## config.mk

```make
export PLATFORM = sky130hd
export DESIGN_NAME = midpoint_ellipse_rasterizer_unit
export DESIGN_NICKNAME = d
export VERILOG_FILES = /design/src/hdl/mera_pkg.sv /design/src/hdl/mera_front.sv /design/src/hdl/mera_back.sv /design/src/hdl/midpoint_ellipse_rasterizer_unit.sv
export SDC_FILE = /design/constraint.sdc
export NUM_CORES = 2
export LEC_CHECK = 0
export ABC_AREA = 1
export BUFFER_PORTS_ARGS = -buffer_cell sky130_fd_sc_hd__buf_2
export CORE_UTILIZATION = 50
export CTS_CLUSTER_DIAMETER = 100
export CTS_CLUSTER_SIZE = 8
export DETAILED_ROUTE_END_ITERATION = 6
export HOLD_SLACK_MARGIN = 0.03
export PLACE_DENSITY = 0.65
export RECOVER_POWER = 50
export SLEW_MARGIN = 20
export SYNTH_ARGS = -nofsm -noshare
export SYNTH_HDL_FRONTEND = slang
export SYNTH_SLANG_ARGS = --single-unit
```

## constraint.sdc

```tcl
create_clock -name clock -period 24.9 [get_ports clock]
set_clock_uncertainty 0.05 [all_clocks]
set_input_delay 7.47 -clock clock [delete_from_list [all_inputs] [get_ports clock]]
set_output_delay 7.47 -clock clock [all_outputs]
set_load 0.01 [all_outputs]
```

## src/hdl/mera_pkg.sv

```systemverilog
package mera_pkg;

   localparam int AXIS_W      = 8;
   localparam int CLAMP_W     = 12;
   localparam int COORD_W     = 9;
   localparam int POS_W       = 10;
   localparam int SQ_W        = 16;
   localparam int STEP_W      = 26;
   localparam int DEC_W       = 40;
   localparam int MUL_W       = 22;
   localparam int PROD_W      = 2 * MUL_W;
   localparam int QUEUE_DEPTH = 2;
   localparam int VERTICES    = 4;

   localparam logic REQ_START   = 1'b0;
   localparam logic REQ_ADVANCE = 1'b1;

   typedef struct packed {
      logic              start;
      logic [AXIS_W-1:0] axis_a;
      logic [AXIS_W-1:0] axis_b;
   } cmd_type;

endpackage

```

## src/hdl/mera_front.sv

```systemverilog
module mera_front #(
   parameter int AXIS_MAX = 255
) (
   input  logic                                clock,
   input  logic                                reset,
   input  logic                                push,
   output logic                                full,
   input  logic                                req_type,
   input  logic [mera_pkg::AXIS_W-1:0]         req_semi_axis_a,
   input  logic [mera_pkg::AXIS_W-1:0]         req_semi_axis_b,
   output mera_pkg::cmd_type                   cmd,
   output logic                                cmd_valid,
   input  logic                                cmd_pop
);

   localparam int PTR_W = $clog2(mera_pkg::QUEUE_DEPTH);
   localparam int CNT_W = $clog2(mera_pkg::QUEUE_DEPTH + 1);
   localparam logic [mera_pkg::CLAMP_W-1:0] AXIS_LIMIT = mera_pkg::CLAMP_W'(AXIS_MAX);
   localparam logic [CNT_W-1:0] DEPTH_CNT = CNT_W'(mera_pkg::QUEUE_DEPTH);
   localparam logic [PTR_W-1:0] LAST_PTR  = PTR_W'(mera_pkg::QUEUE_DEPTH - 1);

   mera_pkg::cmd_type entries_ff [mera_pkg::QUEUE_DEPTH];
   logic [PTR_W-1:0]  wr_ptr_ff;
   logic [PTR_W-1:0]  rd_ptr_ff;
   logic [CNT_W-1:0]  count_ff;
   mera_pkg::cmd_type cmd_in;
   logic              push_ok;
   logic              pop_ok;

   // clamp axes and classify the request
   always_comb begin
      cmd_in.start  = (req_type == mera_pkg::REQ_START);
      cmd_in.axis_a = (mera_pkg::CLAMP_W'(req_semi_axis_a) > AXIS_LIMIT) ?
                      AXIS_LIMIT[mera_pkg::AXIS_W-1:0] : req_semi_axis_a;
      cmd_in.axis_b = (mera_pkg::CLAMP_W'(req_semi_axis_b) > AXIS_LIMIT) ?
                      AXIS_LIMIT[mera_pkg::AXIS_W-1:0] : req_semi_axis_b;
   end

   assign full      = (count_ff == DEPTH_CNT);
   assign cmd_valid = (count_ff != '0);
   assign cmd       = entries_ff[rd_ptr_ff];
   assign push_ok   = push && !full;
   assign pop_ok    = cmd_pop && cmd_valid;

   always_ff @(posedge clock) begin
      if (push_ok) begin
         entries_ff[wr_ptr_ff] <= cmd_in;
      end
   end

   always_ff @(posedge clock) begin
      if (reset) begin
         wr_ptr_ff <= '0;
         rd_ptr_ff <= '0;
         count_ff  <= '0;
      end else begin
         if (push_ok) begin
            wr_ptr_ff <= (wr_ptr_ff == LAST_PTR) ? '0 : wr_ptr_ff + 1'b1;
         end
         if (pop_ok) begin
            rd_ptr_ff <= (rd_ptr_ff == LAST_PTR) ? '0 : rd_ptr_ff + 1'b1;
         end
         case ({push_ok, pop_ok})
            2'b10:   count_ff <= count_ff + 1'b1;
            2'b01:   count_ff <= count_ff - 1'b1;
            default: count_ff <= count_ff;
         endcase
      end
   end

endmodule

```

## src/hdl/mera_back.sv

```systemverilog
module mera_back (
   input  logic                                 clock,
   input  logic                                 reset,
   input  mera_pkg::cmd_type                    cmd,
   input  logic                                 cmd_valid,
   output logic                                 cmd_pop,
   output logic                                 empty,
   input  logic                                 pop,
   output logic signed [mera_pkg::COORD_W-1:0]  rsp_vertex_x,
   output logic signed [mera_pkg::COORD_W-1:0]  rsp_vertex_y,
   output logic                                 rsp_last_of_point,
   output logic                                 rsp_final_point
);

   localparam int AW = mera_pkg::AXIS_W;
   localparam int CW = mera_pkg::COORD_W;
   localparam int PW = mera_pkg::POS_W;
   localparam int SW = mera_pkg::SQ_W;
   localparam int TW = mera_pkg::STEP_W;
   localparam int DW = mera_pkg::DEC_W;
   localparam int MW = mera_pkg::MUL_W;
   localparam int RW = mera_pkg::PROD_W;
   localparam int KW = $clog2(mera_pkg::VERTICES);
   localparam logic [KW-1:0] LAST_K = KW'(mera_pkg::VERTICES - 1);

   typedef enum logic [3:0] {
      ST_IDLE, ST_A2, ST_B2, ST_A2B, ST_INIT, ST_STEP, ST_SETTLE,
      ST_T2, ST_U2, ST_BT, ST_AU, ST_AB, ST_R2, ST_EMIT
   } state_type;

   state_type               state_ff;
   logic [AW-1:0]           a_ff;
   logic [AW-1:0]           b_ff;
   logic [SW-1:0]           a2_ff;
   logic [SW-1:0]           b2_ff;
   logic [PW-1:0]           pos_x_ff;
   logic signed [PW-1:0]    pos_y_ff;
   logic signed [TW-1:0]    dx_ff;
   logic signed [TW-1:0]    dy_ff;
   logic signed [DW-1:0]    dec_ff;
   logic                    region_two_ff;
   logic                    active_ff;
   logic                    after_load_ff;
   logic                    fin_ff;
   logic [PW-1:0]           emit_x_ff;
   logic signed [PW-1:0]    emit_y_ff;
   logic [MW-1:0]           tt_ff;
   logic [MW-1:0]           uu_ff;
   logic [RW-1:0]           acc_ff;
   logic [RW-1:0]           prod_ff;
   logic [KW-1:0]           k_ff;
   logic                    out_valid_ff;
   logic signed [CW-1:0]    out_x_ff;
   logic signed [CW-1:0]    out_y_ff;
   logic                    out_last_ff;
   logic                    out_fin_ff;

   logic [MW-1:0]           mul_a;
   logic [MW-1:0]           mul_b;
   logic [PW:0]             t_val;
   logic signed [PW:0]      u_val;
   logic [PW:0]             u_abs;
   logic signed [TW-1:0]    dx_n;
   logic signed [TW-1:0]    dy_n;
   logic signed [DW-1:0]    dx_e;
   logic signed [DW-1:0]    dy_e;
   logic signed [DW-1:0]    a2_e;
   logic signed [DW-1:0]    b2_e;
   logic [PW-1:0]           step_x;
   logic signed [PW-1:0]    step_y;
   logic signed [TW-1:0]    step_dx;
   logic signed [TW-1:0]    step_dy;
   logic signed [DW-1:0]    step_dec;
   logic                    go_region_two;
   logic                    settle_act;
   logic [CW-1:0]           vx;
   logic [CW-1:0]           vy;
   logic                    out_load;

   assign cmd_pop = cmd_valid && (state_ff == ST_IDLE);
   assign empty   = !out_valid_ff;
   assign rsp_vertex_x      = out_x_ff;
   assign rsp_vertex_y      = out_y_ff;
   assign rsp_last_of_point = out_last_ff;
   assign rsp_final_point   = out_fin_ff;

   // region two seed terms
   assign t_val = {pos_x_ff, 1'b1};
   assign u_val = $signed({pos_y_ff[PW-1], pos_y_ff}) - (PW+1)'(1);
   assign u_abs = u_val[PW] ? (PW+1)'(-u_val) : u_val;

   // shared multiplier operand select
   always_comb begin
      unique case (state_ff)
         ST_A2:   begin mul_a = MW'(a_ff);   mul_b = MW'(a_ff);  end
         ST_B2:   begin mul_a = MW'(b_ff);   mul_b = MW'(b_ff);  end
         ST_A2B:  begin mul_a = MW'(a2_ff);  mul_b = MW'(b_ff);  end
         ST_T2:   begin mul_a = MW'(t_val);  mul_b = MW'(t_val); end
         ST_U2:   begin mul_a = MW'(u_abs);  mul_b = MW'(u_abs); end
         ST_BT:   begin mul_a = MW'(b2_ff);  mul_b = tt_ff;      end
         ST_AU:   begin mul_a = MW'(a2_ff);  mul_b = uu_ff;      end
         ST_AB:   begin mul_a = MW'(a2_ff);  mul_b = MW'(b2_ff); end
         default: begin mul_a = '0;          mul_b = '0;         end
      endcase
   end

   // one midpoint step
   always_comb begin
      dx_n = dx_ff + TW'({b2_ff, 1'b0});
      dy_n = dy_ff - TW'({a2_ff, 1'b0});
      dx_e = DW'(dx_n);
      dy_e = DW'(dy_n);
      a2_e = $signed(DW'(a2_ff));
      b2_e = $signed(DW'(b2_ff));
      step_x   = pos_x_ff;
      step_y   = pos_y_ff;
      step_dx  = dx_ff;
      step_dy  = dy_ff;
      step_dec = dec_ff;
      if (!region_two_ff) begin
         step_x  = pos_x_ff + 1'b1;
         step_dx = dx_n;
         if (dec_ff[DW-1]) begin
            step_dec = dec_ff + ((dx_e + b2_e) <<< 2);
         end else begin
            step_y   = pos_y_ff - PW'(1);
            step_dy  = dy_n;
            step_dec = dec_ff + ((dx_e - dy_e + b2_e) <<< 2);
         end
      end else begin
         step_y  = pos_y_ff - PW'(1);
         step_dy = dy_n;
         if (dec_ff > 0) begin
            step_dec = dec_ff + ((a2_e - dy_e) <<< 2);
         end else begin
            step_x   = pos_x_ff + 1'b1;
            step_dx  = dx_n;
            step_dec = dec_ff + ((dx_e - dy_e + a2_e) <<< 2);
         end
      end
   end

   assign go_region_two = !region_two_ff && !(dx_ff < dy_ff);
   assign settle_act    = region_two_ff ? !pos_y_ff[PW-1] : 1'b1;

   assign vx = k_ff[0] ? CW'(0) - emit_x_ff[CW-1:0] : emit_x_ff[CW-1:0];
   assign vy = k_ff[1] ? CW'(0) - emit_y_ff[CW-1:0] : emit_y_ff[CW-1:0];
   assign out_load = !out_valid_ff || pop;

   always_ff @(posedge clock) begin
      if (reset) begin
         state_ff      <= ST_IDLE;
         active_ff     <= 1'b0;
         after_load_ff <= 1'b0;
         region_two_ff <= 1'b0;
         out_valid_ff  <= 1'b0;
         k_ff          <= '0;
      end else begin
         prod_ff <= RW'(mul_a * mul_b);
         if (pop && out_valid_ff && (state_ff != ST_EMIT)) begin
            out_valid_ff <= 1'b0;
         end
         unique case (state_ff)
            ST_IDLE: begin
               if (cmd_valid) begin
                  if (cmd.start) begin
                     a_ff     <= cmd.axis_a;
                     b_ff     <= cmd.axis_b;
                     state_ff <= ST_A2;
                  end else if (active_ff) begin
                     emit_x_ff     <= pos_x_ff;
                     emit_y_ff     <= pos_y_ff;
                     after_load_ff <= 1'b0;
                     state_ff      <= ST_STEP;
                  end
               end
            end
            ST_A2: begin
               state_ff <= ST_B2;
            end
            ST_B2: begin
               a2_ff    <= prod_ff[SW-1:0];
               state_ff <= ST_A2B;
            end
            ST_A2B: begin
               b2_ff    <= prod_ff[SW-1:0];
               state_ff <= ST_INIT;
            end
            ST_INIT: begin
               pos_x_ff      <= '0;
               pos_y_ff      <= $signed(PW'(b_ff));
               dx_ff         <= '0;
               dy_ff         <= $signed(TW'({prod_ff, 1'b0}));
               dec_ff        <= $signed(DW'({b2_ff, 2'b00})) -
                                $signed(DW'({prod_ff, 2'b00})) +
                                $signed(DW'(a2_ff));
               region_two_ff <= 1'b0;
               after_load_ff <= 1'b1;
               state_ff      <= ST_SETTLE;
            end
            ST_STEP: begin
               pos_x_ff <= step_x;
               pos_y_ff <= step_y;
               dx_ff    <= step_dx;
               dy_ff    <= step_dy;
               dec_ff   <= step_dec;
               state_ff <= ST_SETTLE;
            end
            ST_SETTLE: begin
               if (go_region_two) begin
                  state_ff <= ST_T2;
               end else begin
                  active_ff <= settle_act;
                  if (after_load_ff) begin
                     if (settle_act) begin
                        emit_x_ff     <= pos_x_ff;
                        emit_y_ff     <= pos_y_ff;
                        after_load_ff <= 1'b0;
                        state_ff      <= ST_STEP;
                     end else begin
                        state_ff <= ST_IDLE;
                     end
                  end else begin
                     fin_ff   <= !settle_act;
                     k_ff     <= '0;
                     state_ff <= ST_EMIT;
                  end
               end
            end
            ST_T2: begin
               state_ff <= ST_U2;
            end
            ST_U2: begin
               tt_ff    <= prod_ff[MW-1:0];
               state_ff <= ST_BT;
            end
            ST_BT: begin
               uu_ff    <= prod_ff[MW-1:0];
               state_ff <= ST_AU;
            end
            ST_AU: begin
               acc_ff   <= prod_ff;
               state_ff <= ST_AB;
            end
            ST_AB: begin
               acc_ff   <= acc_ff + {prod_ff[RW-3:0], 2'b00};
               state_ff <= ST_R2;
            end
            ST_R2: begin
               dec_ff        <= $signed(DW'(acc_ff - {prod_ff[RW-3:0], 2'b00}));
               region_two_ff <= 1'b1;
               state_ff      <= ST_SETTLE;
            end
            ST_EMIT: begin
               if (out_load) begin
                  out_valid_ff <= 1'b1;
                  out_x_ff     <= $signed(vx);
                  out_y_ff     <= $signed(vy);
                  out_last_ff  <= (k_ff == LAST_K);
                  out_fin_ff   <= fin_ff;
                  k_ff         <= k_ff + 1'b1;
                  if (k_ff == LAST_K) begin
                     state_ff <= ST_IDLE;
                  end
               end
            end
            default: begin
               state_ff <= ST_IDLE;
            end
         endcase
      end
   end

endmodule

```

## src/hdl/midpoint_ellipse_rasterizer_unit.sv

```systemverilog
// Midpoint ellipse rasterizer. A start request (req_type 0) loads the semi-axes, clamped to
// AXIS_MAX, and yields the point (0,b); each advance request (req_type 1) yields the next
// point, and an advance with no ellipse in progress yields nothing. Every point comes out as
// four vertices (x,y), (-x,y), (x,-y), (-x,-y); the fourth carries last_of_point and all four
// of the closing point carry final_point. Requests wait in a two-entry queue in front of a
// sequencer that owns one shared multiplier and a one-entry result register. An advance
// steps the position (ST_STEP, then ST_SETTLE) and then emits the four vertices; a start first
// runs multiplies for a*a, b*b and a*a*b, and the change from region one to region two runs
// multiplies for the new decision value. Stalls on pop hold back the vertex output.
module midpoint_ellipse_rasterizer_unit #(
   parameter int AXIS_MAX = 255
) (
   input  logic                                 clock,
   input  logic                                 reset,
   input  logic                                 push,
   output logic                                 full,
   input  logic                                 req_type,
   input  logic [mera_pkg::AXIS_W-1:0]          req_semi_axis_a,
   input  logic [mera_pkg::AXIS_W-1:0]          req_semi_axis_b,
   output logic                                 empty,
   input  logic                                 pop,
   output logic signed [mera_pkg::COORD_W-1:0]  rsp_vertex_x,
   output logic signed [mera_pkg::COORD_W-1:0]  rsp_vertex_y,
   output logic                                 rsp_last_of_point,
   output logic                                 rsp_final_point
);

   mera_pkg::cmd_type cmd;
   logic              cmd_valid;
   logic              cmd_pop;

   mera_front #(
      .AXIS_MAX (AXIS_MAX)
   ) u_front (
      .clock           (clock),
      .reset           (reset),
      .push            (push),
      .full            (full),
      .req_type        (req_type),
      .req_semi_axis_a (req_semi_axis_a),
      .req_semi_axis_b (req_semi_axis_b),
      .cmd             (cmd),
      .cmd_valid       (cmd_valid),
      .cmd_pop         (cmd_pop)
   );

   mera_back u_back (
      .clock             (clock),
      .reset             (reset),
      .cmd               (cmd),
      .cmd_valid         (cmd_valid),
      .cmd_pop           (cmd_pop),
      .empty             (empty),
      .pop               (pop),
      .rsp_vertex_x      (rsp_vertex_x),
      .rsp_vertex_y      (rsp_vertex_y),
      .rsp_last_of_point (rsp_last_of_point),
      .rsp_final_point   (rsp_final_point)
   );

endmodule

```

==> results_tabular.tex <==
\begin{tabular}{lr}
\hline
Metric & Value \\
\hline
\multicolumn{2}{l}{\textbf{Layout}} \\
\quad Area of the multi-input gates & 0.0262 mm² \\
\quad N\_diodes & 0 \\
\quad Share of layout cells above drive strength 1 & 4.60\% \\
\quad Area taken by flip-flops and latches & 0.0109 mm² \\
\quad Fin nets & 6,008 \\
\quad Area growth from synthesis to final layout & 7.04\% \\
\quad Post-layout util & 54.1\% \\
\quad FILL cells & 7,905 \\
\quad Final Instance Area & 0.0443 mm² \\
\multicolumn{2}{l}{\textbf{Hold path}} \\
\quad Origin of the worst min-delay path & u\_front.rd\_ptr\_ff \\
\quad Worst min path class & reg2reg \\
\quad Worst hold stages & 1 \\
\quad End point of the worst hold path & u\_front.rd\_ptr\_ff \\
\multicolumn{2}{l}{\textbf{Clock tree}} \\
\quad Clock Tree Root & clkbuf\_16 \\
\quad Number of buffers between clock root and the deepest sink & 3 \\
\quad Clock latency at the later pin of the worst-skew pair & 0.63 ns \\
\quad Clock Pin Slew Worst Setup and Hold Paths & 0.06 ns \\
\quad CTS tree & yes \\
\quad CTS sink count & 368 \\
\quad Number of cells upsized or downsized after cts & 0 \\
\quad Post-CTS Setup Bufs & 0 \\
\quad Number of buffers inserted during clock tree synthesis & 53 \\
\quad Maximum level of the CTS H-tree & 2 \\
\quad Number of buffers inserted for hold repair after clock tree synthesis & 0 \\
\multicolumn{2}{l}{\textbf{Timing}} \\
\quad Total setup violations reported at the end of the flow & 0 \\
\quad Final Hold Fails & 0 \\
\quad Maximum clock frequency & 92.2 MHz \\
\quad Setup repair after global routing missed its margin & no \\
\quad Worst Max-Slew Pin Slew & 3.23 ns \\
\quad Fin. max-slew vios & 193 \\
\quad Final worst path period share & 43.6\% \\
\quad Setup TNS & 0 ns \\
\quad Worst relative slew slack & -115\% \\
\quad Setup slack after layout & 14.05 ns \\
\quad Final critical-path required period & 10.85 ns \\
\multicolumn{2}{l}{\textbf{Flow run}} \\
\quad Max Cap Violations & 6 \\
\multicolumn{2}{l}{\textbf{Place}} \\
\quad Pre-CTS setup slack & 15.54 ns \\
\quad Placer's final routability congestion estimate & 0.972 \\
\quad Buffers added on ports & 42 \\
\quad Dpl hpwl & 98.0 mm \\
\quad Area post-placement & 0.0429 mm² \\
\multicolumn{2}{l}{\textbf{Setup path}} \\
\quad FF-to-FF Start & u\_back.state\_ff[0] \\
\quad Signal arrival time at the worst endpoint & 11.12 ns \\
\quad Maximum fanout along the worst path & 41 \\
\quad Cells on worst reg2reg path & 31 \\
\quad Highest cell delay on the worst timing path & 1.14 ns \\
\quad Endpoint of the most critical register-to-register path & u\_back.prod\_ff[30] \\
\quad Slowest cell on the critical path & clkbuf\_1 \\
\quad Most frequent cell on the critical path & fa\_1 \\
\quad Element type at the critical path start & flop \\
\quad Worst setup EP type & flop \\
\quad Data required time at the worst endpoint & 25.17 ns \\
\quad Worst setup path category & reg2reg \\
\quad Minimum setup slack among reg-to-reg paths & 14.05 ns \\
\multicolumn{2}{l}{\textbf{Logic synthesis}} \\
\quad Count of warnings emitted by yosys & 0 \\
\quad Largest area contributor in the synthesized netlist & edfxtp\_1 \\
\quad Number of enable-type register cells in the synthesized netlist & 353 \\
\quad Count of state elements after synthesis & 368 \\
\quad Synthesized netlist net count & 6,000 \\
\quad Sequential fraction of the synthesis area & 26.3\% \\
\quad Leading post-synthesis cells by cell area & edfxtp\_1, fa\_1, ha\_1 \\
\quad Average instance area after synthesis & 7.83 µm² \\
\quad Distinct cells, synth & 67 \\
\quad Synth top area share & 25.6\% \\
\quad Ys flop type & edfxtp\_1 \\
\quad Post-synthesis async set-or-reset flop share & 0\% \\
\quad Cell Area, Synth & 0.0414 mm² \\
\quad Instance count of the mapped netlist & 5,289 \\
\multicolumn{2}{l}{\textbf{Global route}} \\
\quad Largest net degree at the start of global routing & 69 \\
\quad Total Routing Usage GR & 29.2\% \\
\quad Vias in the first global route & 35,500 \\
\quad Global-route wire length before repair & 193 mm \\
\quad Total overflow reported by the global router & 0 \\
\quad Antenna violations before repair & 0 \\
\multicolumn{2}{l}{\textbf{Outcome}} \\
\quad Violations in the final reports & max-capacitance violations, max-slew violations \\
\quad Status & finished, violations left \\
\multicolumn{2}{l}{\textbf{Power}} \\
\quad Worst supply voltage drop on vdd & 0.0643 mV \\
\quad Leak Pwr & 21.2 nW \\
\quad Post-layout power & 0.00436 W \\
\quad Power density cells & 98.4 mW/mm² \\
\multicolumn{2}{l}{\textbf{Floorplanning}} \\
\quad I/O Pins & 43 \\
\quad Starting density of the core & 50.5\% \\
\quad Standard-cell row count & 105 \\
\quad Floorplan die width & 290 µm \\
\quad DIE AREA & 0.0840 mm² \\
\quad Die H & 290 µm \\
\quad Std-Cell Core Area & 0.0820 mm² \\
\multicolumn{2}{l}{\textbf{Detailed routing}} \\
\quad Via count of the routed design & 35,600 \\
\quad Routed wire length per instance & 19.1 µm \\
\quad Drt first-iter violations & 2,845 \\
\quad 1st-pass router iterations & 6 \\
\quad Number of remaining DRC errors & 0 \\
\quad Remaining number of nets flagged by the antenna check after routing & 0 \\
\quad WL final & 122 mm \\
\quad Via-to-Cell Ratio & 5.56 \\
\hline
\end{tabular}
==> layout make-up <==
class                      count  area share (%)
clock inverter                 6           0.214
inverter                    1029            8.71
timing repair buffer          83            1.05
clock buffer                  81            3.23
multi-input combinational   3762            59.2
tap                         1070            3.02
sequential                   368            24.6
==> cells in the mapped netlist, drive strengths merged (7+ instances only) <==
master	instances
a211oi	17
a21boi	12
a21o	13
a21oi	436
a221oi	9
a31oi	37
buf	10
clkbuf	120
clkinv	8
dfxtp	15
edfxtp	353
fa	302
ha	388
inv	1021
mux2	16
nand2	1074
nand3	195
nand4	27
nor2	436
nor3	55
nor4	24
o2111ai	7
o211ai	28
o21a	11
o21ai	352
o21bai	7
o221ai	22
o22ai	30
o31ai	8
or2	30
xnor2	60
xor2	135
==> logic make-up (layout without fill, tap and decap cells) <==
logic type               Yosys count  in the layout  synth area share [%]
adder cells (fa/ha/maj)          690            690                  26.3
XOR/XNOR                         195            195                  4.12
multiplexers                      16             16                 0.435
AND/OR/NAND/NOR                 1853           1853                  18.7
flip-flops                       368            368                  26.3
buffers and inverters           1159           1199                  10.5
AO/OA/AOI/OAI                   1008           1008                  13.6
==> metal layers <==
| layer | share of wire, % | wire (µm) | track usage, % | vias up |
|---|---|---|---|---|
| met3 | 6.7 | 8210 | 3.01 | 212 |
| met5 | 0 | 0 | 0 | - |
| met1 | 45 | 54900 | 40.9 | 17000 |
| met2 | 45 | 55500 | 47.6 | 1188 |
| li1 | - | - | - | 17200 |
| met4 | 3.0 | 3710 | 8.99 | 0 |
==> critical path: cells and delay by family (launching register included) <==
kind	cells	cell delay, ns
buffers and inverters	8	3.32
adder cells (fa/ha/maj)	7	3.22
AO/OA/AOI/OAI	11	2.40
AND/OR/NAND/NOR	4	0.92
flip-flops	1	0.44
XOR/XNOR	1	0.14
==> registers in the layout, indices dropped and copies added, names as in the netlist, 9 cells and up, named ones only <==
register             flops
u_back.prod_ff          38
u_back.emit_y_ff         9
u_back.a2_ff            16
u_back.pos_y_ff         10
u_back.dx_ff            25
u_back.emit_x_ff         9
u_back.dec_ff           40
u_front.entries_ff      34
u_back.acc_ff           40
u_back.b2_ff            16
u_back.rsp_vertex_x      9
u_back.uu_ff            22
u_back.tt_ff            22
u_back.dy_ff            25
u_back.pos_x_ff         10
u_back.rsp_vertex_y      9
==> cells in the final DEF, fill, tap and decap left out, drive strengths merged, types with 28 or more instances in the layout <==
cell type  instances
buf               62
xnor2             60
nor3              55
o21ai            352
nand3            195
clkbuf           102
fa               302
nor2             436
a21oi            436
xor2             135
o22ai             30
or2               30
inv             1019
a31oi             37
ha               388
edfxtp           353
o211ai            28
nand2           1074
==> how the worst max path moves through the flow <==
stage	startpoint	cells after the start	slack, ns	to
floorplan	reset	2	15.12	u_back.dec_ff[10]
global placement	reset	4	15.56	u_back.emit_x_ff[0]
detailed placement	reset	4	15.54	u_back.emit_x_ff[7]
CTS	u_back.state_ff[2]	30	15.58	u_back.prod_ff[30]
global route	u_back.state_ff[2]	30	13.25	u_back.prod_ff[27]
finish	u_back.state_ff[0]	31	14.05	u_back.prod_ff[30]
==> where the power goes <==
part           switching [W]  internal [W]
logic                0.00184      0.000942
clock network       0.000276      0.000393
registers           0.000100      0.000812
total                0.00222       0.00215
==> per-stage QoR <==
step                      hold slack (ns)  cells
after floorplan                     0.350   5289
after global placement              0.386   6312
after global routing                0.426   6399
after CTS                           0.402   6399
after detailed placement            0.393   6312
final                               0.402   6399
Power figures use the tool's default switching activity.
